**src/sv/bchd_pkg.sv**
```systemverilog
`timescale 1ns / 1ps

package bchd_pkg;

   typedef enum logic [2:0] {
      EV_NONE   = 3'd0,
      EV_SINGLE = 3'd1,
      EV_DOUBLE = 3'd2,
      EV_TRIPLE = 3'd3,
      EV_HOLD   = 3'd4
   } event_type;

   localparam logic ACTION_SAMPLE = 1'b0;
   localparam logic ACTION_STEP   = 1'b1;

   localparam logic [1:0] CSR_ACTIVE_LOW  = 2'd0;
   localparam logic [1:0] CSR_HOLD_TARGET = 2'd1;
   localparam logic [1:0] CSR_MIN_PRESS   = 2'd2;
   localparam logic [1:0] CSR_CLICK_GAP   = 2'd3;

   localparam logic [7:0] HIST_ALL_PRESSED  = 8'hFF;
   localparam logic [7:0] HIST_ALL_RELEASED = 8'h00;
   localparam logic [2:0] CLICK_MAX         = 3'd7;

   localparam logic        RST_ACTIVE_LOW  = 1'b1;
   localparam logic [15:0] RST_HOLD_TARGET = 16'd1000;
   localparam logic [15:0] RST_MIN_PRESS   = 16'd50;
   localparam logic [15:0] RST_CLICK_GAP   = 16'd300;

   typedef struct packed {
      logic        active_low;
      logic [15:0] hold_target_ms;
      logic [15:0] min_press_ms;
      logic [15:0] click_gap_ms;
   } cfg_type;

   typedef struct packed {
      logic [7:0]  sample_history;
      logic        pressed_flag;
      logic        prev_pressed;
      logic [31:0] press_start_time;
      logic [31:0] last_click_time;
      logic [2:0]  click_total;
      logic        hold_done;
   } state_type;

   typedef struct packed {
      logic        action;
      logic        pin_level;
      logic [31:0] now_ms;
   } item_type;

   typedef struct packed {
      event_type event_res;
      logic      is_pressed;
   } result_type;

endpackage

```
**src/sv/button_click_hold_detector_unit.sv**
```systemverilog
`timescale 1ns / 1ps

// Button debounce with click, double/triple click and hold detection.
// req channel: one item per transfer. tuser carries the action (0 = pin
// sample, 1 = timed step); tdata carries pin_level and a wrapping 32-bit
// millisecond time. Samples feed an 8-deep history; eight equal samples set
// or clear the debounced pressed flag. Steps detect press/release edges,
// fire one hold event per press, count clicks and report them after a gap.
// rsp channel: exactly one result per item, in order: event code and the
// debounced pressed flag after that item.
// A req transfer goes to the input register; the step logic then writes the
// state and the result register together. Throughput is one item per cycle
// when not stalled; the state loop closes through the single step stage, so
// back-to-back items see each other's updates.
// When rsp_tready is low, the result register holds and the input register
// keeps one more item; req_tready drops only when both are full.
// Reset (synchronous) clears all state, empties both registers and loads the
// register defaults: active-low pin, hold 1000 ms, min press 50 ms, gap 300 ms.
// csr writes take effect at the clock edge where csr_we is high; write them
// only while no item is in flight.
module button_click_hold_detector_unit (
   input  logic        clock,
   input  logic        reset,
   input  logic        req_tvalid,
   output logic        req_tready,
   input  logic [39:0] req_tdata,   // [0] pin_level, [32:1] now_ms, rest zero
   input  logic        req_tuser,   // [0] action
   output logic        rsp_tvalid,
   input  logic        rsp_tready,
   output logic [7:0]  rsp_tdata,   // [2:0] event_res, [3] is_pressed, rest zero
   input  logic        csr_we,
   input  logic [1:0]  csr_index,
   input  logic [15:0] csr_wdata
);
   import bchd_pkg::*;

   cfg_type    cfg_ff;
   state_type  state_ff;
   state_type  state_in;
   item_type   item_ff;
   logic       item_vld_ff;
   result_type res_in;
   result_type res_ff;
   logic       res_vld_ff;
   logic       advance;

   assign advance    = !res_vld_ff || rsp_tready;
   assign req_tready = !item_vld_ff || advance;

   bchd_step u_step (
      .cfg  (cfg_ff),
      .cur  (state_ff),
      .item (item_ff),
      .nxt  (state_in),
      .res  (res_in)
   );

   always_ff @(posedge clock) begin
      if (reset) begin
         cfg_ff.active_low     <= RST_ACTIVE_LOW;
         cfg_ff.hold_target_ms <= RST_HOLD_TARGET;
         cfg_ff.min_press_ms   <= RST_MIN_PRESS;
         cfg_ff.click_gap_ms   <= RST_CLICK_GAP;
      end else if (csr_we) begin
         unique case (csr_index)
            CSR_ACTIVE_LOW:  cfg_ff.active_low     <= csr_wdata[0];
            CSR_HOLD_TARGET: cfg_ff.hold_target_ms <= csr_wdata;
            CSR_MIN_PRESS:   cfg_ff.min_press_ms   <= csr_wdata;
            CSR_CLICK_GAP:   cfg_ff.click_gap_ms   <= csr_wdata;
            default: ;
         endcase
      end
   end

   always_ff @(posedge clock) begin
      if (reset) begin
         state_ff    <= '0;
         item_vld_ff <= 1'b0;
         res_vld_ff  <= 1'b0;
      end else begin
         if (req_tready) begin
            item_vld_ff <= req_tvalid;
         end
         if (advance) begin
            res_vld_ff <= item_vld_ff;
         end
         if (item_vld_ff && advance) begin
            state_ff <= state_in;
         end
      end
   end

   always_ff @(posedge clock) begin
      if (req_tready) begin
         item_ff.action    <= req_tuser;
         item_ff.pin_level <= req_tdata[0];
         item_ff.now_ms    <= req_tdata[32:1];
      end
      if (item_vld_ff && advance) begin
         res_ff <= res_in;
      end
   end

   assign rsp_tvalid = res_vld_ff;
   assign rsp_tdata  = {4'd0, res_ff.is_pressed, res_ff.event_res};

endmodule

```
**src/sv/bchd_step.sv**
```systemverilog
`timescale 1ns / 1ps

// Next-state and result logic for one item: debounce on samples, click/hold on steps.
module bchd_step (
   input  bchd_pkg::cfg_type    cfg,
   input  bchd_pkg::state_type  cur,
   input  bchd_pkg::item_type   item,
   output bchd_pkg::state_type  nxt,
   output bchd_pkg::result_type res
);
   import bchd_pkg::*;

   logic        raw;
   logic [7:0]  hist;
   logic [31:0] start_t;
   logic        hold_d;
   logic [2:0]  clicks;
   logic [31:0] last_t;
   logic [31:0] press_len;
   logic [31:0] gap_len;
   logic        press_edge;
   event_type   ev;

   always_comb begin
      nxt = cur;
      ev  = EV_NONE;

      raw  = cfg.active_low ? ~item.pin_level : item.pin_level;
      hist = {cur.sample_history[6:0], raw};

      press_edge = cur.pressed_flag && !cur.prev_pressed;
      start_t    = press_edge ? item.now_ms : cur.press_start_time;
      hold_d     = press_edge ? 1'b0 : cur.hold_done;
      clicks     = cur.click_total;
      last_t     = cur.last_click_time;
      press_len  = item.now_ms - start_t;

      if (cur.pressed_flag && !hold_d && press_len >= {16'd0, cfg.hold_target_ms}) begin
         ev     = EV_HOLD;
         hold_d = 1'b1;
         clicks = '0;
      end

      if (!cur.pressed_flag && cur.prev_pressed && !hold_d &&
          press_len >= {16'd0, cfg.min_press_ms}) begin
         if (clicks != CLICK_MAX) begin
            clicks = clicks + 3'd1;
         end
         last_t = item.now_ms;
      end

      gap_len = item.now_ms - last_t;
      if (!cur.pressed_flag && clicks != 3'd0 && gap_len >= {16'd0, cfg.click_gap_ms}) begin
         case (clicks)
            3'd1:    ev = EV_SINGLE;
            3'd2:    ev = EV_DOUBLE;
            3'd3:    ev = EV_TRIPLE;
            default: ev = EV_NONE;
         endcase
         clicks = '0;
      end

      if (item.action == ACTION_SAMPLE) begin
         nxt.sample_history = hist;
         if (hist == HIST_ALL_PRESSED) begin
            nxt.pressed_flag = 1'b1;
         end else if (hist == HIST_ALL_RELEASED) begin
            nxt.pressed_flag = 1'b0;
         end
         ev = EV_NONE;
      end else begin
         nxt.press_start_time = start_t;
         nxt.hold_done        = hold_d;
         nxt.click_total      = clicks;
         nxt.last_click_time  = last_t;
         nxt.prev_pressed     = cur.pressed_flag;
      end

      res.event_res  = ev;
      res.is_pressed = nxt.pressed_flag;
   end

endmodule

```
**config.mk**
```make
export PLATFORM = sky130hd
export DESIGN_NAME = button_click_hold_detector_unit
export DESIGN_NICKNAME = d
export VERILOG_FILES = /design/src/sv/bchd_pkg.sv /design/src/sv/button_click_hold_detector_unit.sv /design/src/sv/bchd_step.sv
export SDC_FILE = /design/constraint.sdc
export NUM_CORES = 1
export LEC_CHECK = 0
export ABC_AREA = 1
export BUFFER_PORTS_ARGS = -buffer_cell sky130_fd_sc_hd__buf_2
export CAP_MARGIN = 20
export CELL_PAD_IN_SITES_DETAIL_PLACEMENT = 1
export CELL_PAD_IN_SITES_GLOBAL_PLACEMENT = 2
export CORE_ASPECT_RATIO = 1.2
export CORE_MARGIN = 5
export CORE_UTILIZATION = 35
export DETAILED_ROUTE_END_ITERATION = 8
export HOLD_SLACK_MARGIN = 0.06
export PLACE_DENSITY = 0.91
export SLEW_MARGIN = 30
export SYNTH_ARGS = -nofsm -noshare
export SYNTH_HDL_FRONTEND = slang
export SYNTH_SLANG_ARGS = --single-unit
```
**constraint.sdc**
```tcl
create_clock -name clock -period 9.5 [get_ports clock]
set_clock_uncertainty 0.05 [all_clocks]
set_input_delay 0.95 -clock clock [delete_from_list [all_inputs] [get_ports clock]]
set_output_delay 0.95 -clock clock [all_outputs]
set_load 0.01 [all_outputs]
```
# Word level (Yosys, flattened, before mapping)
# Cells that the tools add are included.
totals:
  register_bits: 166
  in_bits: 64
  out_inout_bits: 10
  word_cells: 75
op_classes:
  addsub: 3
  magnitude_cmp: 3
  eq_ne: 8
  mux: 15
  n_bitwise: 2
  n_reduce_logical: 26
op_table:
  columns: ["op", "n"]
  rows:
  - ["$ge 32x16->1", 3]
  - ["$mux 32", 2]
  - ["$sub 32x32->32", 2]
  - ["$mux 3", 6]
  - ["$reduce_and 2->1", 6]
  - ["$logic_and 1x1->1", 9]
  - ["$eq 8x8->1 const B", 1]
  - ["$logic_not 8->1", 1]
  - ["$eq 3x2->1 const B", 2]
  - ["$logic_not 1->1", 6]
  - ["$mux 1", 6]
  - ["$pmux 2 s3", 1]
  - ["$eq 2x2->1 const B", 2]
  - ["$add 3x1->3 const B", 1]
  - ["$eq 3x1->1 const B", 1]
  - ["$ne 3x3->1 const B", 1]
  - ["$reduce_bool 3->1", 1]
  - ["$eq 2x1->1 const B", 1]
  - ["$logic_not 2->1", 1]
  - ["$logic_or 1x1->1", 2]
  - ["$not 1->1", 2]

# Depth between registers and ports, before layout
depth:
  ltp_word: 15
  mapped_depth: 60

# Cells and area by module
# From an unflattened synthesis, not the netlist that was laid out.
hier_totals:
  cells_unflattened: 2271
  area_unflattened_um2: 13845.8
modules_own_cells:
  columns: ["module", "n_inst", "cells_each", "area_each_um2", "seq_area_each_um2"]
  rows:
  - ["bchd_step", 1, 1415, 7163.1, 0.0]
  - ["button_click_hold_detector_unit", 1, 856, 6682.7, 3723.6]

# Worst setup path before layout
# Ideal clock, no wire load.
synth_path:
  path_type: "register -> register"
  start: "reg state_ff[68] (netlist bit)"
  end: "reg res_ff (netlist bit rsp_tdata[1]), data pin"
  t_arrival_ps: 7063
  path_slack_ps: 2119
  path_stages_with_launch: 59
  path_buffers: 6
  period_less_slack_ps: 7381
  path_cell_list: "dfxtp_1 > inv_2 > nand2_2 > buf_6 > buf_6 > clkbuf_1 > clkbuf_1 > nand2_1 > o21ai_0 > ha_1 > inv_1 > ha_1 > inv_1 > nand2_1 > nand3_1 > nand3_1 > xor2_1 > ha_1 > [... 23 more ...] > nand2_2 > nand2_2 > nand2_2 > xor2_1 > ha_1 > a21o_1 > a21oi_1 > o21ai_0 > a21oi_1 > nor2_1 > a211oi_1 > nand2_1 > nor2_1 > nand3_1 > nor2_1 > nand3_1 > nand2_2 > nor3_1"
synth_between:
  elab_chain_cells: 15
synth_rtl:
  columns: ["element", "line_no", "rtl"]
  rows:
  - ["start, declared", "button_click_hold_detector_unit.sv:38", "state_type state_ff;"]
  - ["start signal, assigned", "button_click_hold_detector_unit.sv:88", "state_ff <= state_in;"]
  - ["$logic_not 1->1 (*)", "bchd_step.sv:31", "press_edge = cur.pressed_flag && !cur.prev_pressed;"]
  - ["$logic_and 1x1->1 (*)", "bchd_step.sv:31", null]
  - ["$mux 32 (*)", "bchd_step.sv:32", "start_t = press_edge ? item.now_ms : cur.press_start_time;"]
  - ["via u_step.start_t[0]", "bchd_step.sv:15", "logic [31:0] start_t;"]
  - ["$sub 32x32->32 (*)", "bchd_step.sv:36", "press_len = item.now_ms - start_t;"]
  - ["$ge 32x16->1", "bchd_step.sv:38", "if (cur.pressed_flag && !hold_d && press_len >= {16'd0, cfg.hold_target_ms}) begin"]
  - ["$logic_and 1x1->1", "bchd_step.sv:38", null]
  - ["$mux 1", "bchd_step.sv:38", null]
  - ["$logic_not 1->1", "bchd_step.sv:44", "if (!cur.pressed_flag && cur.prev_pressed && !hold_d &&"]
  - ["$logic_and 1x1->1", "bchd_step.sv:44", null]
  - ["$logic_and 1x1->1 (*)", "bchd_step.sv:44", null]
  - ["$mux 32 (*)", "bchd_step.sv:44", null]
  - ["via u_step.last_t[0]", "bchd_step.sv:18", "logic [31:0] last_t;"]
  - ["$sub 32x32->32 (*)", "bchd_step.sv:52", "gap_len = item.now_ms - last_t;"]
  - ["$ge 32x16->1 (*)", "bchd_step.sv:53", "if (!cur.pressed_flag && clicks != 3'd0 && gap_len >= {16'd0, cfg.click_gap_ms}) begin"]
  - ["$logic_and 1x1->1 (*)", "bchd_step.sv:53", null]
  - ["$mux 3 (*)", "bchd_step.sv:53", null]
  - ["end signal, assigned", "button_click_hold_detector_unit.sv:100", "res_ff <= res_in;"]
  - ["end, declared", "button_click_hold_detector_unit.sv:43", "result_type res_ff;"]
# Mark *: on every way through the listed nets, which the timed path passes. The rest lies on a longest branch.
# A chain may end at the register's enable or synchronous reset.

# Worst setup path after layout
layout_path:
  start: "reg state_ff[69] (netlist bit)"
  end: "reg res_ff (netlist bit rsp_tdata[0]), data pin"
layout_between:
  elab_chain_cells: 14
layout_rtl:
  columns: ["element", "line_no"]
  rows:
  - ["$logic_and 1x1->1", "bchd_step.sv:31"]
  - ["$mux 32 or $mux 1 (tied branches)", "bchd_step.sv:32, bchd_step.sv:33"]
  - ["$sub 32x32->32 or $logic_not 1->1 (tied branches)", "bchd_step.sv:36, bchd_step.sv:38"]
  - ["$ge 32x16->1 or $logic_and 1x1->1 (tied branches)", "bchd_step.sv:38"]
  - ["$logic_and 1x1->1", "bchd_step.sv:38"]
  - ["$mux 1", "bchd_step.sv:38"]
  - ["$logic_not 1->1", "bchd_step.sv:44"]
  - ["$logic_and 1x1->1 (2 in a row)", "bchd_step.sv:44"]
  - ["$mux 32 or $mux 3 (tied branches)", "bchd_step.sv:44"]
  - ["$sub 32x32->32 or $reduce_bool 3->1 (tied branches)", "bchd_step.sv:52, bchd_step.sv:53"]
  - ["$ge 32x16->1 or $logic_and 1x1->1 (tied branches)", "bchd_step.sv:53"]
  - ["$logic_and 1x1->1", "bchd_step.sv:53"]
  - ["$mux 3 (*)", "bchd_step.sv:53"]
# Every way passes the cells marked *; elsewhere a longest branch is shown, timed or not.

==> metrics.csv <==
metric,value,unit
cts_root_buf,clkbuf_16,
synth_edf_count,38,
cts.htree.levels,4,
insertion_delay,0.45,ns
dieArea,38400,um^2
end_kind,flop,
cp_max_fo,15,
fin_crit_sh,0.894,
dp_hpwl,31.7,mm
io_buffers,62,
n_fill_cell,4436,
p_int,1.35,mW
path_class,reg2reg,
ir_drop,126,uV
final_hold_viol_count,0,
initial_core_util,0.355,
p_leak,6.42,nW
grt_antenna_before_repair,0,
setup_violations,0,
ys.flop_type,dfxtp_1,
syn_inst,1795,
cts_tree,built,
cp_slowest_cell,inv_1,
post-route-util,0.393,
die_w,180,um
vias,11800,
hp-class,reg2reg,
globalplace.congestion,0.898,
r2r-end,rsp_tdata[0],
cts_setup_buffers,0,
grt_pass1_vias,12400,
rsz0062_at_grt,false,
comb_power_share,0.338,
drt_pre_antenna_iters,4,
slew_viol_final,0,
p_seq_frac,0.360,
synth_seq_area_share,0.306,
drtAntennaViolNets,0,
multi_input_area,7080,um^2
totalWireLength,39.7,mm
avgSynthCellArea,6.75,um^2
holdBufCountCts,0,
design_area,13400,um^2
vias_per_cell,5.11,
whs_path_depth,2,
required,9.64,ns
postPlaceCellArea,12900,um^2
grt_max_degree,111,
power.switching,0.840,mW
synth_seq_cells,166,
die_height,214,um
rows,74,
slew_headroom,0.429,
slowest_delay,0.46,ns
drive_above_1_share,0.0822,
yosysWarnings,0,
final_nets,1999,
cts_made_buffers,17,
n_antenna_cell,0,
p_total,2.19,mW
netlist_area,12100,um^2
seq_area,3700,um^2
clock_path_buffers,2,
track_usage,0.209,
dr.first_iter.drc_count,557,
coreArea,34100,um^2
r2r_setup_slack,1.01,ns
cts-resized-gates,0,
io_pins,74,
wl_per_cell,17.2,um
drc,0,
p_clk_frac,0.303,
fin_tns_setup,0,ns
grt_overflow,0,
fmaxAchievable,0.118,GHz
worstMarginPinSlew,0.857,ns
netlist-cell-type-count,45,
min_to,state_ff[57],
syn_to_final_growth,10.6,%
fin_crit,8.49,ns
cpMostUsedCell,nor2_1,
cap_violations,0,
ys_async_sr_fraction,0,
cp.arrival,8.64,ns
hold_ws,0.399,ns
power.density,164,nW/um^2
reg2reg_depth,47,
r2r-start,state_ff[69],
cts_sinks,166,
outcome,"complete, no violations",
start_kind,flop,
hp-start,state_ff[57],
swShare,0.383,
path_clk_slew,0.07,ns
grt_pass1_wl,64.6,mm
flip-flops by register name, summed over array words and instances (netlist names):
register / cells
cfg_ff: 49
item_ff: 34
item_vld_ff: 1
rsp_tdata: 4
rsp_tvalid: 1
state_ff: 77
placed cells by master (no fill, tap or decap), types with 15 or more instances in the layout:
master | netlist | routed
clkbuf_16 | 0 | 17
nand3_1 | 82 | 81
nor3_1 | 25 | 25
a21oi_1 | 181 | 181
dfxtp_1 | 128 | 128
nor2_1 | 130 | 129
o21ai_0 | 149 | 149
nand4_1 | 21 | 21
inv_1 | 283 | 282
nand3_2 | 14 | 15
mux2i_1 | 18 | 18
buf_2 | 0 | 62
xor2_1 | 21 | 21
edfxtp_1 | 38 | 38
nand2_1 | 419 | 419
ha_1 | 98 | 98
o211ai_1 | 37 | 37
worst max-delay path by stage:
stage	startpoint	endpoint	depth (start not counted)
2_1_floorplan	state_ff[68]	rsp_tdata[1]	58
3_3_place_gp	state_ff[69]	rsp_tdata[1]	47
3_5_place_dp	state_ff[69]	rsp_tdata[0]	47
4_1_cts	state_ff[69]	rsp_tdata[0]	47
5_1_grt	state_ff[69]	rsp_tdata[1]	47
6_report	state_ff[69]	rsp_tdata[0]	47
metrics by stage:
stage | setup WS, ns | cells
after floorplan | 2.12 | 1798
after global placement | 1.11 | 2273
after detailed placement | 0.984 | 2273
after CTS | 0.930 | 2305
after global routing | 0.0762 | 2305
final | 1.01 | 2305
worst max-delay path, delay by kind of cell, from the launching register on:
kind,cells,cell delay [ns]
buf+inv,5,0.88
fa+ha+maj,4,1.39
simple gates,24,2.80
xor+xnor,2,0.55
compound gates,12,2.15
flops,1,0.42
cell usage after synthesis, types with 21 or more instances:
master | count | area (um^2)
nand2_1 | 419 | 1570
inv_1 | 283 | 1060
a21oi_1 | 181 | 906
o21ai_0 | 149 | 746
nor2_1 | 130 | 488
dfxtp_1 | 128 | 2560
ha_1 | 98 | 1230
nand3_1 | 82 | 410
clkbuf_1 | 42 | 158
edfxtp_1 | 38 | 1140
o211ai_1 | 37 | 278
nor3_1 | 25 | 125
nand4_1 | 21 | 131
xor2_1 | 21 | 184
power groups by stage:
stage | clock [mW] | sequential (mW) | combinational [mW]
floorplan | 0 | 0.791 | 0.531
global placement | 0 | 0.802 | 0.709
detailed placement | 0 | 0.804 | 0.737
CTS | 0.683 | 0.789 | 0.745
global route | 0.713 | 0.792 | 0.844
finish | 0.663 | 0.788 | 0.741
metal layers:
metal / global-route usage / part of all wire / vias up
met2: 0.392 / 0.50 / 136
met3: 0.0277 / 0.028 / 37
met1: 0.254 / 0.45 / 5603
li1: - / - / 5993
met5: 0 / 0 / -
met4: 0.0497 / 0.017 / 0
cell families (layout without fill, tap and decap cells):
family,Yosys count,in the layout,share of synthesized area
other,1,4,0.000310
and+or+nand+nor,723,723,0.256
AOI/OAI and AO/OA,410,410,0.186
DFF,166,166,0.306
adders and majority gates,99,99,0.103
buffers and inverters,346,397,0.111
xor gates and xnor gates,32,32,0.0231
muxes,18,18,0.0149
cell type report:
class	instances	share of cell area
Multi-Input combinational cell	1286	0.529
Sequential cell	166	0.277
Inverter	293	0.0821
Tap cell	456	0.0426
Clock buffer	18	0.0321
Timing Repair Buffer	72	0.0300
Clock inverter	14	0.00757
(Power assumes the default switching activity.)
